`config.mk`:
```
export PLATFORM = sky130hd
export DESIGN_NAME = msos_cell
export DESIGN_NICKNAME = d
export VERILOG_FILES = /design/src/sv/median_of_sample_set_core_macros.svh /design/src/sv/msos_pkg.sv /design/src/sv/msos_cell.sv
export SDC_FILE = /design/constraint.sdc
export NUM_CORES = 1
export LEC_CHECK = 0
export ABC_CLOCK_PERIOD_IN_PS = 4100
export BUFFER_PORTS_ARGS = -buffer_cell sky130_fd_sc_hd__buf_4
export CORE_AREA = 5 5 82 84
export DETAILED_ROUTE_END_ITERATION = 8
export DIE_AREA = 0 0 87 89
export PLACE_DENSITY = 0.8
export REMOVE_ABC_BUFFERS = 1
export SYNTH_ARGS = -nofsm -noshare
export SYNTH_HDL_FRONTEND = slang
export SYNTH_SLANG_ARGS = --single-unit
```
`constraint.sdc`:
```
create_clock -name aclk -period 4.1 [get_ports aclk]
set_input_delay 0.205 -clock aclk [delete_from_list [all_inputs] [get_ports aclk]]
set_output_delay 0.205 -clock aclk [all_outputs]
set_load 0.05 [all_outputs]
```
`src/sv/median_of_sample_set_core_macros.svh`:
```
// Assertion helpers for the median core. All are clocked on aclk and
// disabled while aresetn is low.
`ifndef MEDIAN_OF_SAMPLE_SET_CORE_MACROS_SVH
`define MEDIAN_OF_SAMPLE_SET_CORE_MACROS_SVH

// Property that must hold at every edge.
`define MSOS_ASSERT(lbl, expr, msg) \
    lbl: assert property (@(posedge aclk) disable iff (!aresetn) (expr)) else $error(msg);

// Same-cycle implication.
`define MSOS_IMPLY(lbl, ante, cons, msg) \
    lbl: assert property (@(posedge aclk) disable iff (!aresetn) (ante) |-> (cons)) \
        else $error(msg);

// Next-cycle implication.
`define MSOS_NEXT(lbl, ante, cons, msg) \
    lbl: assert property (@(posedge aclk) disable iff (!aresetn) (ante) |=> (cons)) \
        else $error(msg);

`endif

```
`src/sv/msos_pkg.sv`:
```
package msos_pkg;

    localparam int CAPACITY = 256;
    localparam int CNT_W    = $clog2(CAPACITY + 1);
    localparam int IDX_W    = $clog2(CAPACITY);
    localparam int SAMPLE_W = 32;
    localparam int MEDIAN_W = SAMPLE_W + 1;
    localparam int M_DATA_W = ((MEDIAN_W + 7) / 8) * 8;

    localparam logic [CNT_W-1:0] CAP_CNT = CNT_W'(CAPACITY);

    // kind codes on the input tuser
    localparam logic [1:0] KIND_SAMPLE = 2'd0;
    localparam logic [1:0] KIND_FINAL  = 2'd1;
    localparam logic [1:0] KIND_CLOSE  = 2'd2;

    // status codes on the output tuser
    localparam logic [1:0] STATUS_OK       = 2'd0;
    localparam logic [1:0] STATUS_EMPTY    = 2'd1;
    localparam logic [1:0] STATUS_OVERFLOW = 2'd2;

    typedef enum logic {
        ST_LOAD,
        ST_DRAIN
    } state_t;

    // broadcast to every cell
    typedef struct packed {
        logic                       insert;
        logic                       shift;
        logic signed [SAMPLE_W-1:0] value;
    } cell_cmd_t;

    // per-cell position relative to the fill level
    typedef struct packed {
        logic valid;
        logic tail;
    } cell_pos_t;

    // what a cell shows its neighbors
    typedef struct packed {
        logic                       gt;
        logic signed [SAMPLE_W-1:0] value;
    } cell_link_t;

endpackage

```
`src/sv/msos_cell.sv`:
```
module msos_cell (
    input  logic                                aclk,
    input  msos_pkg::cell_cmd_t                 cmd,
    input  msos_pkg::cell_pos_t                 pos,
    input  msos_pkg::cell_link_t                left,
    input  logic signed [msos_pkg::SAMPLE_W-1:0] right_value,
    output msos_pkg::cell_link_t                link
);

    logic signed [msos_pkg::SAMPLE_W-1:0] value_reg;
    logic signed [msos_pkg::SAMPLE_W-1:0] value_next;
    logic                                 gt;

    assign gt         = pos.valid && (value_reg > cmd.value);
    assign link.gt    = gt;
    assign link.value = value_reg;

    // larger entries move up one place; the first of them takes the new word
    always_comb begin
        value_next = value_reg;
        if (cmd.insert && (gt || pos.tail)) begin
            value_next = left.gt ? left.value : cmd.value;
        end else if (cmd.shift) begin
            value_next = right_value;
        end
    end

    always_ff @(posedge aclk) begin
        value_reg <= value_next;
    end

endmodule

```
==> qor.tcl, run 1 <==
set qor(final_design_area_no_fill_um2) 3821
set qor(cp_cell_sequence) {ha_1, nand4_1, or4_1, o21a_1, and3_1, a22o_1, nor2_4, buf_4, mux2_4}
set qor(gp_congestion) 0.7836
set qor(finish.net_count) 527
set qor(detailedRoute.firstIterationViolations) 71
set qor(timing.final.setup_violations) 0
set qor(worstSetupPathType) {register to register}
set qor(avgSynthCellArea_um2) 10.31
set qor(run_status) {finished clean}
set qor(fin_crit_ns) 3.385
set qor(die_height_um) 89
set qor(cts_setup_buffers) 0
set qor(finalMaxSlewViolations) 0
set qor(design.die.area_um2) 7743
set qor(hold_slack_ns) 0.2165
set qor(cts-buffers-inserted) 5
set qor(number_of_global_route_vias_before_repair) 2515
set qor(worstPathRequired_ns) 4.13
set qor(area_delta_synth_final_pct) 41.98
set qor(io_pins) 135
set qor(cts-hold-fix-buffers) 0
set qor(xor_xnor_cell_area_share_of_the_yosys_netlist_pct) 0
set qor(place_inst) 461
set qor(count_of_mapped_cells_out_of_synthesis) 261
set qor(gr_util_all_layers_pct) 18.91
set qor(vias) 2410
set qor(pre_cts_ws_ns) 0.7377
set qor(synth_cell_type_count) 35
set qor(synth-seq-cells) 32
set qor(critical_path_arrival_ns) 3.41
set qor(yosysWarningCount) 0
set qor(totalPowerFinal_mw) 1.296
set qor(post_synthesis_share_of_cell_area_spent_on_and_or_nand_and_nor_gates_pct) 11.72
set qor(netlist_top_cells_area) {sky130_fd_sc_hd__edfxtp_1 36%, sky130_fd_sc_hd__mux2_4 17%, sky130_fd_sc_hd__ha_1 15%, sky130_fd_sc_hd__o21ai_0 6.3%, sky130_fd_sc_hd__nand2_1 5.0%}
set qor(power.leakage_nw) 1.935
set qor(placement.io_buffers) 134
set qor(timing.hold.worst_path_depth) 2
set qor(worstSetupStartpointType) {register}
set qor(vdd_drop_max_mv) 0.1695
set qor(core-area_um2) 5851
set qor(synth.cell_area_um2) 2691
set qor(initial_antenna_violation_count) 0
set qor(aggregate_global_routing_overflow) 0
set qor(finish.utilization_pct) 65.31
set qor(cts.reportedPaths.clkPinSlew_ns) 0.08
set qor(cp_slowest_cell) {sky130_fd_sc_hd__or4_1}
set qor(num_antenna_cells) 0
set qor(initial_utilization_pct) 46.00
set qor(final.setup.tns_ns) 0
set qor(crit_path_max_fanout) 18
set qor(routed_wire_length_per_instance_um) 15.84
set qor(viasPerCell) 5.139
set qor(synth_compound_gate_area_share_pct) 12.74
set qor(largest_reg_flops) 32
set qor(largest_area_contributor_in_the_netlist) {sky130_fd_sc_hd__edfxtp_1}
set qor(post_cts_resize_count) 0
set qor(worst_reg2reg_path_length_in_cells) 9
set qor(clock-sinks) 32
set qor(insertion_delay_ns) 0.29
set qor(yosys.area_share.adder_pct) 14.88
set qor(cp-end-kind) {register}
set qor(place_area_um2) 3739
set qor(grt_setup_unrepaired) {false}
set qor(fraction_of_synthesized_area_in_multiplexers_pct) 17.99
set qor(hpwl_after_dpl_mm) 6.039
set qor(die_w_um) 87
set qor(path_delay_family) {simple AND/OR/NAND/NOR gates}
set qor(postLayoutSetupSlackWorst_ns) 0.7151
set qor(cts.root.buffer_cell) {sky130_fd_sc_hd__clkbuf_8}
set qor(timing.critical_path.slowest_cell_delay_ns) 0.57
set qor(drt_pre_antenna_iters) 4
set qor(detail_route.wirelength_mm) 7.431
set qor(cp.depth) 9
set qor(tritoncts) {yes}
set qor(drc_errors) 0
set qor(max_cap_violations) 0
set qor(synth_seq_area_share_pct) 35.70
set qor(report.final.hold_viol_count) 0
set qor(synth_top_family_by_area) {multiplexers}
set qor(grt_pass1_wl_mm) 11.56
set qor(power-per-cell-area_nw_per_um2) 339.2
set qor(critPathBufInv) 1
set qor(max-slew-margin-rel_pct) 48.94
set qor(clock_tree.buffer_depth) 2
set qor(grt_start_max_net_pins) 64
set qor(layout-drive-gt1-share_pct) 45.94
set qor(clock_skew_ns) 0.01385
set qor(maxClockFrequency_mhz) 295.4
set qor(finalCritPeriodShare_pct) 82.56
set qor(row_count) 28
set qor(netlist.area_leader.share_pct) 35.70
set qor(final_cells) 469
set qor(maximum_level_of_the_cts_h_tree) 2
set qor(hp-class) {primary input to register}
set qor(tightestPinTransition_ns) 0.7659
set qor(postRouteAntennaNets) 0
[power by group]
group / switching [mW] / internal [mW]
combinational: 0.349 / 0.259
clock: 0.123 / 0.115
sequential: 0.0274 / 0.423
[worst register-to-register path: stages (launching register included)]
cell                       delay [ns]
sky130_fd_sc_hd__edfxtp_1        0.41
sky130_fd_sc_hd__ha_1            0.33
sky130_fd_sc_hd__nand4_1         0.20
sky130_fd_sc_hd__or4_1           0.57
sky130_fd_sc_hd__o21a_1          0.22
sky130_fd_sc_hd__and3_1          0.18
sky130_fd_sc_hd__a22o_1          0.23
sky130_fd_sc_hd__nor2_4          0.24
sky130_fd_sc_hd__buf_4           0.39
sky130_fd_sc_hd__mux2_4          0.34
[Yosys cell counts (all sizes together)]
| library cell | instances |
|---|---|
| inv | 32 |
| nor2 | 3 |
| buf | 4 |
| edfxtp | 32 |
| a21o | 2 |
| nand4 | 8 |
| nand3 | 5 |
| o21ba | 1 |
| nor4b | 1 |
| a21oi | 14 |
| and3 | 1 |
| nand2 | 36 |
| mux2 | 33 |
| a211oi | 2 |
| a22oi | 1 |
| o32ai | 1 |
| nand3b | 1 |
| ha | 32 |
| or4 | 2 |
| o211ai | 2 |
| a21boi | 1 |
| nor2b | 1 |
| or3 | 1 |
| o21a | 1 |
| nor3 | 2 |
| a22o | 1 |
| clkbuf | 7 |
| o21ai | 34 |
[logic make-up (layout without fill, tap and decap cells)]
group | count (synthesis) | count (layout)
AOI/OAI and AO/OA | 60 | 60
adders and majority gates | 32 | 32
buffers and inverters | 43 | 176
DFF | 32 | 32
muxes | 33 | 33
and+or+nand+nor | 61 | 61
[worst paths after layout]
check / from / end / slack [ns]
setup reg to reg: value_reg[14]$_DFFE_PP_ / value_reg[9]$_DFFE_PP_ / 0.72
hold reg to reg: value_reg[31]$_DFFE_PP_ / value_reg[28]$_DFFE_PP_ / 1.28
setup / recovery: value_reg[14]$_DFFE_PP_ / value_reg[9]$_DFFE_PP_ / 0.72
hold / removal: right_value[14] / value_reg[14]$_DFFE_PP_ / 0.22
[routing by layer]
metal | track usage (%) | share of wire [%] | wire length (um)
met2 | 36.65 | 52 | 3866
met3 | 4.885 | 9.9 | 736
met1 | 20.85 | 37 | 2783
met4 | 3.399 | 0.59 | 44
met5 | 0 | 0 | 0
[area by class of cell]
cell class / count / area [um^2]
Multi-Input combinational cell: 186 / 1543
Clock inverter: 3 / 13.76
Inverter: 32 / 120.1
Clock buffer: 5 / 68.82
Fill cell: 487 / 2029
Timing Repair Buffer: 136 / 1021
Tap cell: 75 / 93.84
Sequential cell: 32 / 960.9
[cell usage in the layout (no fill, tap or decap), types with 5 or more instances in the layout]
master                       n
sky130_fd_sc_hd__buf_4     136
sky130_fd_sc_hd__nand2_1    36
sky130_fd_sc_hd__o21ai_0    34
sky130_fd_sc_hd__inv_1      32
sky130_fd_sc_hd__ha_1       32
sky130_fd_sc_hd__edfxtp_1   32
sky130_fd_sc_hd__mux2_4     30
sky130_fd_sc_hd__a21oi_1    14
sky130_fd_sc_hd__nand4_1     6
sky130_fd_sc_hd__nand3_1     5
sky130_fd_sc_hd__clkbuf_8    5
Note: power is estimated with default switching activity, not from simulation.
==> inputs of run 2 (changes only) <==
--- a/config.mk
+++ b/config.mk
@@ -5,7 +5,7 @@
 export SDC_FILE = /design/constraint.sdc
 export NUM_CORES = 1
 export LEC_CHECK = 0
-export ABC_CLOCK_PERIOD_IN_PS = 4100
+export ABC_CLOCK_PERIOD_IN_PS = 3500
 export BUFFER_PORTS_ARGS = -buffer_cell sky130_fd_sc_hd__buf_4
 export CORE_AREA = 5 5 82 84
 export DETAILED_ROUTE_END_ITERATION = 8
==> constraint.sdc (replaced) <==
create_clock -name aclk -period 3.5 [get_ports aclk]
set_input_delay 0.175 -clock aclk [delete_from_list [all_inputs] [get_ports aclk]]
set_output_delay 0.175 -clock aclk [all_outputs]
set_load 0.05 [all_outputs]
==> run 2 against run 1 <==
Count of clock-buffer cells in the layout did not move. Worst hold slack worse by 0.030 ns. First-iteration DRC count decreased by 9.9%. Total power increased by 17%. Clock power grew 13%. Combinational power up 18%. Cell area grew 0.72%. Critical endpoint is now value_reg[21]$_DFFE_PP_. Highest routed layer unchanged.
==> qor.tcl, run 2 (synthesized netlist as in run 1, its figures left out) <==
set qor(routed_wire_length_per_instance_um) 15.08 ;# -4.8%
set qor(finish.utilization_pct) 65.78 ;# +0.47 points
set qor(detailedRoute.firstIterationViolations) 64 ;# -9.9%
set qor(num_antenna_cells) 0 ;# unchanged
set qor(critical_path_arrival_ns) 3.32 ;# -0.09 ns
set qor(initial_antenna_violation_count) 0 ;# unchanged
set qor(worstPathRequired_ns) 3.53 ;# -0.60 ns
set qor(timing.final.setup_violations) 0 ;# unchanged
set qor(grt_pass1_wl_mm) 11.07 ;# -4.2%
set qor(largest_reg_flops) 32 ;# unchanged
set qor(maxClockFrequency_mhz) 304.3 ;# +3.0%
set qor(crit_path_max_fanout) 8 ;# -10
set qor(core-area_um2) 5851 ;# unchanged
set qor(busiest_layer_in_global_routing) {met2}
set qor(finalMaxSlewViolations) 0 ;# unchanged
set qor(cts.reportedPaths.clkPinSlew_ns) 0.07 ;# about the same
set qor(run_status) {finished clean}
set qor(cts.root.buffer_cell) {sky130_fd_sc_hd__clkbuf_8}
set qor(clock_skew_ns) 0.003507 ;# -0.01035 ns
set qor(gr_util_all_layers_pct) 18.23 ;# -0.68 points
set qor(cts-hold-fix-buffers) 0 ;# unchanged
set qor(drt_pre_antenna_iters) 4 ;# unchanged
set qor(row_count) 28 ;# unchanged
set qor(hpwl_after_dpl_mm) 5.933 ;# -1.8%
set qor(design.die.area_um2) 7743 ;# unchanged
set qor(layout-drive-gt1-share_pct) 46.21 ;# +0.27 points
set qor(grt_setup_unrepaired) {false}
set qor(placement.io_buffers) 134 ;# unchanged
set qor(clock-sinks) 32 ;# unchanged
set qor(power-per-cell-area_nw_per_um2) 393.2 ;# +16%
set qor(tritoncts) {yes}
set qor(cp-end-kind) {register}
set qor(hp-class) {primary input to register}
set qor(worst_reg2reg_setup_slack_ns) 0.21 ;# -0.50 ns
set qor(final.setup.tns_ns) 0 ;# unchanged
set qor(worstSetupPathType) {register to register}
set qor(max_cap_violations) 0 ;# unchanged
set qor(die_height_um) 89 ;# unchanged
set qor(post_cts_resize_count) 0 ;# unchanged
set qor(globalRouteMet3Util_pct) 6.083 ;# +1.2 points
set qor(finalCritPeriodShare_pct) 93.90 ;# +11 points
set qor(maximum_level_of_the_cts_h_tree) 2 ;# unchanged
set qor(insertion_delay_ns) 0.28 ;# about the same
set qor(area_delta_synth_final_pct) 43.00
set qor(max-slew-margin-rel_pct) 62.58 ;# +14 points
set qor(clock_tree.buffer_depth) 2 ;# unchanged
set qor(final_design_area_no_fill_um2) 3849 ;# +0.72%
set qor(vias) 2408 ;# -0.083%
set qor(tightestPinTransition_ns) 0.5535 ;# -0.2124 ns
set qor(number_of_global_route_vias_before_repair) 2478 ;# -1.5%
set qor(postRouteAntennaNets) 0 ;# unchanged
set qor(grt_start_max_net_pins) 64 ;# unchanged
set qor(place_area_um2) 3766 ;# +0.74%
set qor(report.final.hold_viol_count) 0 ;# unchanged
set qor(finish.net_count) 529 ;# +0.38%
set qor(final_cells) 471 ;# +0.43%
set qor(io_pins) 135 ;# unchanged
set qor(place_inst) 463 ;# +0.43%
set qor(viasPerCell) 5.113 ;# -0.51%
set qor(aggregate_global_routing_overflow) 0 ;# unchanged
set qor(layout_common_cells) {137 x sky130_fd_sc_hd__buf_4, 36 x sky130_fd_sc_hd__nand2_1, 34 x sky130_fd_sc_hd__o21ai_0}
set qor(global_route_met2_usage_pct) 34.09 ;# -2.6 points
set qor(grt_util_met1_pct) 19.99 ;# -0.86 points
set qor(vdd_drop_max_mv) 0.1886 ;# +11%
set qor(gp_congestion) 0.7787 ;# -0.63%
set qor(detail_route.wirelength_mm) 7.105 ;# -4.4%
set qor(drc_errors) 0 ;# unchanged
set qor(cts_setup_buffers) 0 ;# unchanged
set qor(power.leakage_nw) 1.949 ;# +0.74%
set qor(worstSetupStartpointType) {register}
set qor(hold_slack_ns) 0.1861 ;# -0.03043 ns
set qor(final_common_cell) {sky130_fd_sc_hd__buf_4}
set qor(cts-buffers-inserted) 5 ;# unchanged
set qor(fin_crit_ns) 3.287 ;# -0.09839 ns
set qor(initial_utilization_pct) 46.00 ;# unchanged
set qor(die_w_um) 87 ;# unchanged
-- run 2: cell count changes in the layout (fill, tap and decap cells not counted) --
cell / previous run / this run
sky130_fd_sc_hd__buf_12: 0 / 1
sky130_fd_sc_hd__buf_4: 136 / 137
-- run 2: stage by stage --
step	setup WS (ns)	total power, mW
final	0.2135	1.513
after CTS	0.2041	1.532
after global placement	0.3070	1.241
after detailed placement	0.2272	1.260
after global routing	0.07429	1.613
after floorplan	-0.1635	0.9970
-- run 2: power by group --
group / total, mW / leakage (nW) / internal (mW) / switching [mW]
clock network: 0.269 / 0.0453 / 0.135 / 0.134
logic: 0.717 / 1.58 / 0.311 / 0.406
registers: 0.527 / 0.324 / 0.495 / 0.0317
-- run 2: final timing paths --
kind	from	to	cells after the start
max	value_reg[14]$_DFFE_PP_	value_reg[21]$_DFFE_PP_	9
min	right_value[31]	value_reg[31]$_DFFE_PP_	2
max reg2reg	value_reg[14]$_DFFE_PP_	value_reg[21]$_DFFE_PP_	9
min reg2reg	value_reg[31]$_DFFE_PP_	value_reg[29]$_DFFE_PP_	6
-- run 2: metal layers --
layer | vias up | wire, um
met5 | - | 0
met4 | 0 | 55
met3 | 6 | 693
met2 | 92 | 3620
met1 | 1102 | 2736
li1 | 1208 | -
-- run 2: cell type report --
type                    instances  area (um^2)
well taps                      75        93.84
repair buffers                138         1049
inverters                      32        120.1
flip-flops and latches         32        960.9
clock inverters                 3        13.76
fillers                       511         2002
multi-input cells             186         1543
clock buffers                   5        68.82
-- run 2: critical path, stage by stage, from the launching register on --
cell and delay, ns:
sky130_fd_sc_hd__edfxtp_1 0.42, sky130_fd_sc_hd__ha_1 0.35, sky130_fd_sc_hd__nand4_1 0.21, sky130_fd_sc_hd__or4_1 0.56
sky130_fd_sc_hd__o21a_1 0.22, sky130_fd_sc_hd__and3_1 0.18, sky130_fd_sc_hd__a22o_1 0.23, sky130_fd_sc_hd__nor2_4 0.29
sky130_fd_sc_hd__buf_4 0.27, sky130_fd_sc_hd__mux2_4 0.31
